--- src/rtl/postfix_expression_evaluator_unit_defines.svh ---
// Assertion helpers for the postfix evaluator.
// Clock i_clk and reset i_rst_n must be visible where these are used.
`ifndef POSTFIX_EXPRESSION_EVALUATOR_UNIT_DEFINES_SVH
`define POSTFIX_EXPRESSION_EVALUATOR_UNIT_DEFINES_SVH

// same-cycle implication
`define PFX_ASSERT_IMP(name, ante, cons, msg) \
    name: assert property (@(posedge i_clk) disable iff (!i_rst_n) \
        (ante) |-> (cons)) else $error(msg);

// next-cycle implication
`define PFX_ASSERT_NXT(name, ante, cons, msg) \
    name: assert property (@(posedge i_clk) disable iff (!i_rst_n) \
        (ante) |=> (cons)) else $error(msg);

`endif

--- src/rtl/pfx_pkg.sv ---
package pfx_pkg;

    // data format: signed Q16.16
    localparam int DATA_W = 32;
    localparam int FRAC_W = 16;

    // operand stack
    localparam int STACK_DEPTH = 32;
    localparam int CNT_W       = $clog2(STACK_DEPTH + 1);
    localparam int ADDR_W      = $clog2(STACK_DEPTH);

    // divider iterations: quotient bits 32..0
    localparam int DIV_CNT_W = $clog2(DATA_W + 1);

    localparam logic [DATA_W-1:0] SAT_MAX = {1'b0, {(DATA_W-1){1'b1}}};
    localparam logic [DATA_W-1:0] SAT_MIN = {1'b1, {(DATA_W-1){1'b0}}};

    // character codes
    localparam logic [7:0] CHAR_ZERO = 8'd48;
    localparam logic [7:0] CHAR_NINE = 8'd57;
    localparam logic [7:0] CHAR_ADD  = 8'd43;
    localparam logic [7:0] CHAR_SUB  = 8'd45;
    localparam logic [7:0] CHAR_MUL  = 8'd42;
    localparam logic [7:0] CHAR_DIV  = 8'd47;

    typedef enum logic [1:0] {
        ST_OK    = 2'd0,
        ST_DIV0  = 2'd1,
        ST_UNDER = 2'd2,
        ST_OVER  = 2'd3
    } t_status;

    typedef enum logic [1:0] {
        OP_ADD = 2'd0,
        OP_SUB = 2'd1,
        OP_MUL = 2'd2,
        OP_DIV = 2'd3
    } t_alu_op;

    // stack memory port request
    typedef struct packed {
        logic              we;
        logic [ADDR_W-1:0] waddr;
        logic [DATA_W-1:0] wdata;
        logic [ADDR_W-1:0] raddr;
    } t_stk_req;

endpackage

--- src/rtl/pfx_stack.sv ---
module pfx_stack (
    input  logic                        i_clk,
    input  pfx_pkg::t_stk_req           i_req,
    output logic [pfx_pkg::DATA_W-1:0]  o_rdata
);

    logic [pfx_pkg::DATA_W-1:0] r_mem [pfx_pkg::STACK_DEPTH];

    always_ff @(posedge i_clk) begin
        if (i_req.we) begin
            r_mem[i_req.waddr] <= i_req.wdata;
        end
        o_rdata <= r_mem[i_req.raddr];
    end

endmodule

--- src/rtl/pfx_alu.sv ---
module pfx_alu (
    input  logic                               i_clk,
    input  logic                               i_rst_n,
    input  logic                               i_start,
    input  pfx_pkg::t_alu_op                   i_op,
    input  logic signed [pfx_pkg::DATA_W-1:0]  i_a,
    input  logic signed [pfx_pkg::DATA_W-1:0]  i_b,
    output logic                               o_done,
    output logic [pfx_pkg::DATA_W-1:0]         o_result
);

    localparam int W  = pfx_pkg::DATA_W;
    localparam int FW = pfx_pkg::FRAC_W;

    typedef enum logic [1:0] {A_IDLE, A_MUL, A_DIV, A_DFIN} t_state;

    t_state                       r_state;
    logic                         r_done;
    logic [W-1:0]                 r_res;
    logic signed [2*W-1:0]        r_prod;
    logic [W-1:0]                 r_rem;
    logic [W-1:0]                 r_dsr;
    logic [W:0]                   r_dvd;
    logic [W:0]                   r_quo;
    logic [pfx_pkg::DIV_CNT_W-1:0] r_cnt;
    logic                         r_neg;

    logic [W:0]      sum_ext, diff_ext;
    logic [W-1:0]    mag_a, mag_b;
    logic            div_ovf;
    logic [W:0]      rem_sh;
    logic            rem_ge;
    logic [W-1:0]    n_rem;
    logic [2*W-1:0]  prod_sh;
    logic [W-1:0]    mul_sat;
    logic [W-1:0]    n_div_res;
    logic [W:0]      quo_neg;

    function automatic logic [W-1:0] sat_ext(input logic [W:0] v);
        logic [W-1:0] r;
        if (v[W] != v[W-1]) begin
            r = v[W] ? pfx_pkg::SAT_MIN : pfx_pkg::SAT_MAX;
        end else begin
            r = v[W-1:0];
        end
        return r;
    endfunction

    always_comb begin
        sum_ext  = {i_b[W-1], i_b} + {i_a[W-1], i_a};
        diff_ext = {i_b[W-1], i_b} - {i_a[W-1], i_a};
        mag_a    = i_a[W-1] ? (W'(0) - i_a) : i_a;
        mag_b    = i_b[W-1] ? (W'(0) - i_b) : i_b;
        // dividend is |b| << 16; quotient fits 33 bits iff |b| >> 17 < |a|
        div_ovf  = (mag_b >> (FW + 1)) >= mag_a;

        rem_sh = {r_rem, r_dvd[W]};
        rem_ge = rem_sh >= {1'b0, r_dsr};
        n_rem  = rem_ge ? W'(rem_sh - {1'b0, r_dsr}) : rem_sh[W-1:0];

        // arithmetic shift = floor toward minus infinity
        prod_sh = r_prod >>> FW;
        if ((&prod_sh[2*W-1:W-1]) || !(|prod_sh[2*W-1:W-1])) begin
            mul_sat = prod_sh[W-1:0];
        end else begin
            mul_sat = prod_sh[2*W-1] ? pfx_pkg::SAT_MIN : pfx_pkg::SAT_MAX;
        end

        quo_neg = (W+1)'(0) - r_quo;
        if (!r_neg) begin
            n_div_res = (r_quo > {1'b0, pfx_pkg::SAT_MAX}) ? pfx_pkg::SAT_MAX : r_quo[W-1:0];
        end else begin
            n_div_res = (r_quo > {1'b0, pfx_pkg::SAT_MIN}) ? pfx_pkg::SAT_MIN : quo_neg[W-1:0];
        end
    end

    always_ff @(posedge i_clk) begin
        if (!i_rst_n) begin
            r_state <= A_IDLE;
            r_done  <= 1'b0;
        end else begin
            case (r_state)
                A_IDLE: begin
                    if (i_start) begin
                        case (i_op)
                            pfx_pkg::OP_ADD: begin
                                r_res  <= sat_ext(sum_ext);
                                r_done <= 1'b1;
                            end
                            pfx_pkg::OP_SUB: begin
                                r_res  <= sat_ext(diff_ext);
                                r_done <= 1'b1;
                            end
                            pfx_pkg::OP_MUL: begin
                                r_prod  <= (2*W)'(i_a) * (2*W)'(i_b);
                                r_done  <= 1'b0;
                                r_state <= A_MUL;
                            end
                            pfx_pkg::OP_DIV: begin
                                r_neg <= i_a[W-1] ^ i_b[W-1];
                                if (div_ovf) begin
                                    r_res  <= (i_a[W-1] ^ i_b[W-1]) ? pfx_pkg::SAT_MIN
                                                                    : pfx_pkg::SAT_MAX;
                                    r_done <= 1'b1;
                                end else begin
                                    r_rem   <= W'(mag_b >> (FW + 1));
                                    r_dvd   <= {mag_b[FW:0], {FW{1'b0}}};
                                    r_dsr   <= mag_a;
                                    r_quo   <= '0;
                                    r_cnt   <= pfx_pkg::DIV_CNT_W'(W);
                                    r_done  <= 1'b0;
                                    r_state <= A_DIV;
                                end
                            end
                            default: begin
                                r_done  <= 1'b0;
                                r_state <= A_IDLE;
                            end
                        endcase
                    end else begin
                        r_done <= 1'b0;
                    end
                end
                A_MUL: begin
                    r_res   <= mul_sat;
                    r_done  <= 1'b1;
                    r_state <= A_IDLE;
                end
                A_DIV: begin
                    // one quotient bit per cycle
                    r_done <= 1'b0;
                    r_rem  <= n_rem;
                    r_dvd  <= {r_dvd[W-1:0], 1'b0};
                    r_quo  <= {r_quo[W-1:0], rem_ge};
                    r_cnt  <= r_cnt - 1'b1;
                    if (r_cnt == '0) begin
                        r_state <= A_DFIN;
                    end
                end
                A_DFIN: begin
                    r_res   <= n_div_res;
                    r_done  <= 1'b1;
                    r_state <= A_IDLE;
                end
                default: begin
                    r_done  <= 1'b0;
                    r_state <= A_IDLE;
                end
            endcase
        end
    end

    assign o_done   = r_done;
    assign o_result = r_res;

endmodule

--- src/rtl/postfix_expression_evaluator_unit.sv ---
// Postfix expression evaluator, one ASCII character per input word.
// Input channel s_axis: tdata[7:0] = symbol, tlast = last character of
// the expression. Digits '0'..'9' push value << 16 (signed Q16.16);
// '+', '-', '*', '/' pop a (top) and b and push b op a, saturated; any
// other character pops both and pushes nothing.
// Output channel m_axis: one word per input word. tdata = top of stack
// after the step (0 if empty), tuser = status (0 ok, 1 divide by zero,
// 2 underflow, 3 overflow), tlast = copy of the input tlast. After a word
// marked last the stack is emptied.
// Each word passes S_DECODE; an operator or unknown character with two
// operands on the stack then passes S_LOAD_A, S_LOAD_B and, except for an
// unknown character or a divide by zero, S_EXEC. Every word ends with
// S_TOP_RD, S_TOP_CAP and S_FINISH. A divide in S_EXEC waits on the shared
// arithmetic unit, which produces one quotient bit per cycle over 33 bits.
// One word is in work at a time; s_axis_tready is high only while idle.
// The result sits in an output register, so a new word is accepted while
// the previous result waits for m_axis_tready. If that register is still
// full when the next result is ready, the sequencer waits.
// Reset (i_rst_n low, synchronous) empties the stack and drops any pending
// result; stack memory contents are not cleared and need no clearing.
`include "postfix_expression_evaluator_unit_defines.svh"

module postfix_expression_evaluator_unit (
    input  logic        i_clk,
    input  logic        i_rst_n,
    input  logic        s_axis_tvalid,
    output logic        s_axis_tready,
    input  logic [7:0]  s_axis_tdata,   // [7:0] symbol
    input  logic        s_axis_tlast,   // last_symbol
    output logic        m_axis_tvalid,
    input  logic        m_axis_tready,
    output logic [31:0] m_axis_tdata,   // [31:0] top_value
    output logic [1:0]  m_axis_tuser,   // [1:0] status
    output logic        m_axis_tlast    // expression_done
);

    localparam int W  = pfx_pkg::DATA_W;
    localparam int AW = pfx_pkg::ADDR_W;
    localparam int CW = pfx_pkg::CNT_W;

    typedef enum logic [2:0] {
        S_IDLE, S_DECODE, S_LOAD_A, S_LOAD_B, S_EXEC, S_TOP_RD, S_TOP_CAP, S_FINISH
    } t_state;

    t_state            r_state;
    logic [7:0]        r_sym;
    logic              r_last;
    logic [CW-1:0]     r_count;
    logic [W-1:0]      r_a;
    logic [W-1:0]      r_top;
    pfx_pkg::t_status  r_status;
    logic              r_m_valid;
    logic [W-1:0]      r_m_data;
    pfx_pkg::t_status  r_m_user;
    logic              r_m_last;

    pfx_pkg::t_stk_req stk_req;
    logic [W-1:0]      stk_rdata;

    logic              alu_start;
    pfx_pkg::t_alu_op  alu_op;
    logic              alu_done;
    logic [W-1:0]      alu_result;

    logic              is_digit;
    logic              is_op;
    logic [3:0]        digit;
    logic [W-1:0]      digit_val;
    logic [CW-1:0]     cnt_m1, cnt_m2;

    // ---- decode of the held symbol ----
    always_comb begin
        is_digit  = (r_sym >= pfx_pkg::CHAR_ZERO) && (r_sym <= pfx_pkg::CHAR_NINE);
        digit     = 4'(r_sym - pfx_pkg::CHAR_ZERO);
        digit_val = {{(W-4-pfx_pkg::FRAC_W){1'b0}}, digit, {pfx_pkg::FRAC_W{1'b0}}};
        is_op     = 1'b1;
        case (r_sym)
            pfx_pkg::CHAR_ADD: alu_op = pfx_pkg::OP_ADD;
            pfx_pkg::CHAR_SUB: alu_op = pfx_pkg::OP_SUB;
            pfx_pkg::CHAR_MUL: alu_op = pfx_pkg::OP_MUL;
            pfx_pkg::CHAR_DIV: alu_op = pfx_pkg::OP_DIV;
            default: begin
                alu_op = pfx_pkg::OP_ADD;
                is_op  = 1'b0;
            end
        endcase
        cnt_m1 = r_count - 1'b1;
        cnt_m2 = r_count - CW'(2);
    end

    // ---- stack port: one write and one registered read per cycle ----
    always_comb begin
        stk_req.we    = 1'b0;
        stk_req.waddr = r_count[AW-1:0];
        stk_req.wdata = alu_result;
        stk_req.raddr = cnt_m1[AW-1:0];
        case (r_state)
            S_DECODE: begin
                if (is_digit && r_count < CW'(pfx_pkg::STACK_DEPTH)) begin
                    stk_req.we    = 1'b1;
                    stk_req.wdata = digit_val;
                end
            end
            S_LOAD_A: stk_req.raddr = cnt_m2[AW-1:0];
            S_EXEC:   stk_req.we    = alu_done;
            default:  stk_req.we    = 1'b0;
        endcase
    end

    // start the shared unit once both operands are in; divide by zero skips it
    assign alu_start = (r_state == S_LOAD_B) && is_op &&
                       !(alu_op == pfx_pkg::OP_DIV && r_a == '0);

    pfx_stack u_stack (
        .i_clk   (i_clk),
        .i_req   (stk_req),
        .o_rdata (stk_rdata)
    );

    pfx_alu u_alu (
        .i_clk    (i_clk),
        .i_rst_n  (i_rst_n),
        .i_start  (alu_start),
        .i_op     (alu_op),
        .i_a      (r_a),
        .i_b      (stk_rdata),
        .o_done   (alu_done),
        .o_result (alu_result)
    );

    // ---- sequencer and output register ----
    always_ff @(posedge i_clk) begin
        if (!i_rst_n) begin
            r_state   <= S_IDLE;
            r_count   <= '0;
            r_m_valid <= 1'b0;
        end else begin
            // finish state owns the valid flag while it loads a word
            if (m_axis_tready && r_state != S_FINISH) begin
                r_m_valid <= 1'b0;
            end
            case (r_state)
                S_IDLE: begin
                    if (s_axis_tvalid) begin
                        r_sym   <= s_axis_tdata;
                        r_last  <= s_axis_tlast;
                        r_state <= S_DECODE;
                    end
                end
                S_DECODE: begin
                    if (is_digit) begin
                        if (r_count >= CW'(pfx_pkg::STACK_DEPTH)) begin
                            r_status <= pfx_pkg::ST_OVER;
                        end else begin
                            r_status <= pfx_pkg::ST_OK;
                            r_count  <= r_count + 1'b1;
                        end
                        r_state <= S_TOP_RD;
                    end else if (r_count < CW'(2)) begin
                        r_status <= pfx_pkg::ST_UNDER;
                        r_state  <= S_TOP_RD;
                    end else begin
                        r_status <= pfx_pkg::ST_OK;
                        r_state  <= S_LOAD_A;
                    end
                end
                S_LOAD_A: begin
                    r_a     <= stk_rdata;
                    r_state <= S_LOAD_B;
                end
                S_LOAD_B: begin
                    r_count <= cnt_m2;
                    if (is_op && alu_op == pfx_pkg::OP_DIV && r_a == '0) begin
                        r_status <= pfx_pkg::ST_DIV0;
                    end
                    r_state <= alu_start ? S_EXEC : S_TOP_RD;
                end
                S_EXEC: begin
                    if (alu_done) begin
                        r_count <= r_count + 1'b1;
                        r_state <= S_TOP_RD;
                    end
                end
                S_TOP_RD: begin
                    r_state <= S_TOP_CAP;
                end
                S_TOP_CAP: begin
                    r_top   <= (r_count == '0) ? '0 : stk_rdata;
                    r_state <= S_FINISH;
                end
                S_FINISH: begin
                    if (!r_m_valid || m_axis_tready) begin
                        r_m_valid <= 1'b1;
                        r_m_data  <= r_top;
                        r_m_user  <= r_status;
                        r_m_last  <= r_last;
                        if (r_last) begin
                            r_count <= '0;
                        end
                        r_state <= S_IDLE;
                    end
                end
                default: r_state <= S_IDLE;
            endcase
        end
    end

    assign s_axis_tready = (r_state == S_IDLE);
    assign m_axis_tvalid = r_m_valid;
    assign m_axis_tdata  = r_m_data;
    assign m_axis_tuser  = r_m_user;
    assign m_axis_tlast  = r_m_last;

    // ---- checks ----
    `PFX_ASSERT_IMP(a_count_range, 1'b1, r_count <= CW'(pfx_pkg::STACK_DEPTH), "stack count beyond depth")
    `PFX_ASSERT_IMP(a_alu_done_exec, alu_done, r_state == S_EXEC, "arithmetic result outside execute")
    `PFX_ASSERT_NXT(a_one_in_flight, s_axis_tvalid && s_axis_tready, !s_axis_tready, "second word taken while busy")
    `PFX_ASSERT_IMP(a_out_from_finish, $rose(r_m_valid), $past(r_state == S_FINISH), "result loaded outside finish")

endmodule
--- config.mk ---
export PLATFORM = sky130hd
export DESIGN_NAME = postfix_expression_evaluator_unit
export DESIGN_NICKNAME = d
export VERILOG_FILES = /design/src/rtl/pfx_pkg.sv /design/src/rtl/pfx_stack.sv /design/src/rtl/pfx_alu.sv /design/src/rtl/postfix_expression_evaluator_unit.sv
export VERILOG_INCLUDE_DIRS = /design/src /design/src/rtl
export SDC_FILE = /design/constraint.sdc
export NUM_CORES = 2
export LEC_CHECK = 0
export ABC_CLOCK_PERIOD_IN_PS = 23000
export BUFFER_PORTS_ARGS = -buffer_cell sky130_fd_sc_hd__buf_2
export CORE_UTILIZATION = 61
export DETAILED_ROUTE_END_ITERATION = 8
export PLACE_DENSITY = 0.87
export SLEW_MARGIN = 25
export SYNTH_ARGS = -nofsm -noshare
export SYNTH_HDL_FRONTEND = slang
export SYNTH_HIERARCHICAL = 1
export SYNTH_SLANG_ARGS = --single-unit
export TNS_END_PERCENT = 30
--- constraint.sdc ---
create_clock -name i_clk -period 23 [get_ports i_clk]
set_input_delay 4.6 -clock i_clk [delete_from_list [all_inputs] [get_ports i_clk]]
set_output_delay 4.6 -clock i_clk [all_outputs]
set_load 0.02 [all_outputs]
==> flow_metrics.env <==
export IMPL_nFillCells=10620
export IMPL_crit_type="register to register"
export IMPL_die_w_um=400.6
export IMPL_overflow=0
export IMPL_grt_busiest_layer="met2"
export IMPL_syn_area_per_cell_sq_um=11.90
export IMPL_initial_utilization_pct=61.76
export IMPL_drt_pass1_iterations=9
export IMPL_synth_top_area_cell="edfxtp_1"
export IMPL_synth_seq_cells=1380
export IMPL_cts_setup_buffers=0
export IMPL_root_buffer="clkbuf_16"
export IMPL_htreeDepth=4
export IMPL_die_y_um=400.6
export IMPL_final_max_slew_viol_count=0
export IMPL_min_delay_path_class="register to register"
export IMPL_grt_pass1_vias=70320
export IMPL_yosysWarnings=6
export IMPL_fin_crit_ps=9186
export IMPL_die_area_sq_mm=0.1605
export IMPL_clock_skew_ps=88.56
export IMPL_grt_usage_pct=35.48
export IMPL_ios=50
export IMPL_core_area_sq_mm=0.1569
export IMPL_synth_edf_count=1335
export IMPL_fmax_mhz=108.9
export IMPL_hpwl_um=181900
export IMPL_cts_resized=0
export IMPL_cts_tree="yes"
export IMPL_synthArstFlopShare_pct=0
export IMPL_fin_setup_tns_ps=0
export IMPL_cts_sinks=1380
export IMPL_post_drt_wl_per_cell_um=28.03
export IMPL_yosysTopAreaCellShare_pct=41.36
export IMPL_ctsHoldBuffers=0
export IMPL_rsz0062_at_grt="false"
export IMPL_critPathRequiredTime_ps=23510
export IMPL_grtUsageMet1_pct=42.35
export IMPL_route_detailed_drc=0
export IMPL_syn_nets=9543
export IMPL_crit_fanout=32
export IMPL_vias=66910
export IMPL_cp_data_arrival_time_ps=9700
export IMPL_crit_path_end_kind="register"
export IMPL_regMostFlops="u_stack/r_mem"
export IMPL_area_growth_pct=7.145
export IMPL_synth_flop_cell="edfxtp_1"
export IMPL_start_kind="register"
export IMPL_post_synth_top_count_cell="edfxtp_1"
export IMPL_synth_area_leaders="edfxtp_1 41%, fa_1 22%, mux2i_1 5.4%, inv_1 4.3%, ha_1 3.9%"
export IMPL_io_buffers=49
export IMPL_rows=145
export IMPL_use_met3_pct=9.200
export IMPL_cts_buffer_depth=3
export IMPL_maxSlewHeadroom_pct=24.96
export IMPL_placed_cell_area_sq_mm=0.09911
export IMPL_design_area_sq_mm=0.1039
export IMPL_routed_via_density=6.560
export IMPL_synth_area_sq_mm=0.09693
export IMPL_period_share_pct=39.94
export IMPL_tightest_slew_ps=1126
export IMPL_hold_viol=0
export IMPL_wl_um=285900
export IMPL_final_nets=9422
export IMPL_drv_cap=0
export IMPL_largest_reg_flops=1024
export IMPL_clk_pin_slew_ps=60
export IMPL_setup_viol=0
export IMPL_syn_inst=8144
export IMPL_grt_use_met2_pct=56.66
export IMPL_cts_inserted_buffers=142
export IMPL_drtIter0Drc=8704
export IMPL_ant_nets=0
export IMPL_grt_pass1_wl_um=424800
export IMPL_gp_congestion=1.006
export IMPL_synth_common_cells="1335 x edfxtp_1, 1121 x inv_1, 1084 x fa_1"
export IMPL_reg_largest_list="u_stack/r_mem (1024), u_alu/r_prod (48), u_alu/r_quo (33)"
export IMPL_synth_distinct_cells=116
export IMPL_antenna_found_initial=12
export IMPL_layout_drive_gt1_share_pct=6.880
export IMPL_grt_max_degree=139
export IMPL_outcome="completed"
export IMPL_yosysSeqAreaShare_pct=42.29
export IMPL_clock_latency_ps=830
-- cells in the final DEF, fill, tap and decap left out, types with 136 or more instances in the layout --
cell | synthesis | final
nor2_1 | 312 | 275
and2_1 | 536 | 522
inv_1 | 1121 | 1121
mux2i_1 | 524 | 524
nand3_1 | 141 | 141
xnor2_1 | 152 | 151
fa_1 | 1084 | 1082
o21ai_0 | 137 | 136
clkbuf_16 | 0 | 143
edfxtp_1 | 1335 | 1335
nand2_1 | 718 | 717
a21oi_1 | 324 | 324
buf_4 | 44 | 140
ha_1 | 302 | 302
-- cell families (layout without fill, tap and decap cells) --
family	count (synthesis)	in the layout	synth area share [%]
AND/OR/NAND/NOR	2037	2037	10.52
other	0	3	0
multiplexers	530	530	5.481
adder cells (fa/ha/maj)	1389	1389	26.32
flip-flops	1380	1380	42.29
buffers and inverters	1580	1575	6.546
AO/OA/AOI/OAI	1017	1017	6.940
XOR/XNOR	211	211	1.907
-- final cells by class --
| cell class | instances | area, sq um | share of cell area (%) |
|---|---|---|---|
| multi-input cells | 5184 | 49960 | 48.11 |
| well taps | 2058 | 2575 | 2.479 |
| clock inverters | 75 | 912.1 | 0.8783 |
| flip-flops and latches | 1380 | 41010 | 39.49 |
| diodes | 3 | 7.507 | 0.007229 |
| repair buffers | 193 | 1376 | 1.325 |
| clock buffers | 185 | 3796 | 3.655 |
| inverters | 1122 | 4212 | 4.055 |
-- routing by layer --
layer  routed length, um  up-vias
li1                    -    27110
met2              133200     5211
met5                 120        -
met1               96120    33210
met3               33650     1367
met4               22800       18
-- per-stage QoR --
step           worst slack (ps)  hold WS, ps  instances  utilization, %
2_1_floorplan             11220        400.3       8144               -
3_3_place_gp              14020        404.5       9937           63.15
3_5_place_dp              13680        405.6       9937           63.15
4_1_cts                   13640        386.9      10200           66.15
5_1_grt                   13560        405.9      10200           66.17
6_report                  13810        397.6      10200           66.18
-- critical path, cell delays in order (launching register included) --
cell       delay, ps
edfxtp_1         320
buf_4            350
buf_4            440
inv_1            440
nor2_1           310
ha_1             330
fa_1             610
fa_2             450
buf_4            210
fa_2             890
inv_1            260
fa_1             550
inv_1             60
fa_1             570
fa_1             460
fa_1             490
ha_1             420
a21oi_1          160
o2111ai_1        120
o21ba_2          180
nor2_1           510
a221oi_1         230
o21bai_1         250
a21oi_1          120
xnor2_1          120
-- worst paths after layout --
check	cells past startpoint	endpoint	slack (ps)	start
min	0	m_axis_tdata[26]	400	r_top[26]
min reg2reg	0	m_axis_tdata[26]	400	r_top[26]
max	24	u_alu/r_prod[54]	13810	r_a[31]
max reg2reg	24	u_alu/r_prod[54]	13810	r_a[31]
Power is not shown: default switching activity piles up to over one toggle a cycle in this logic, so the estimate is an artifact.
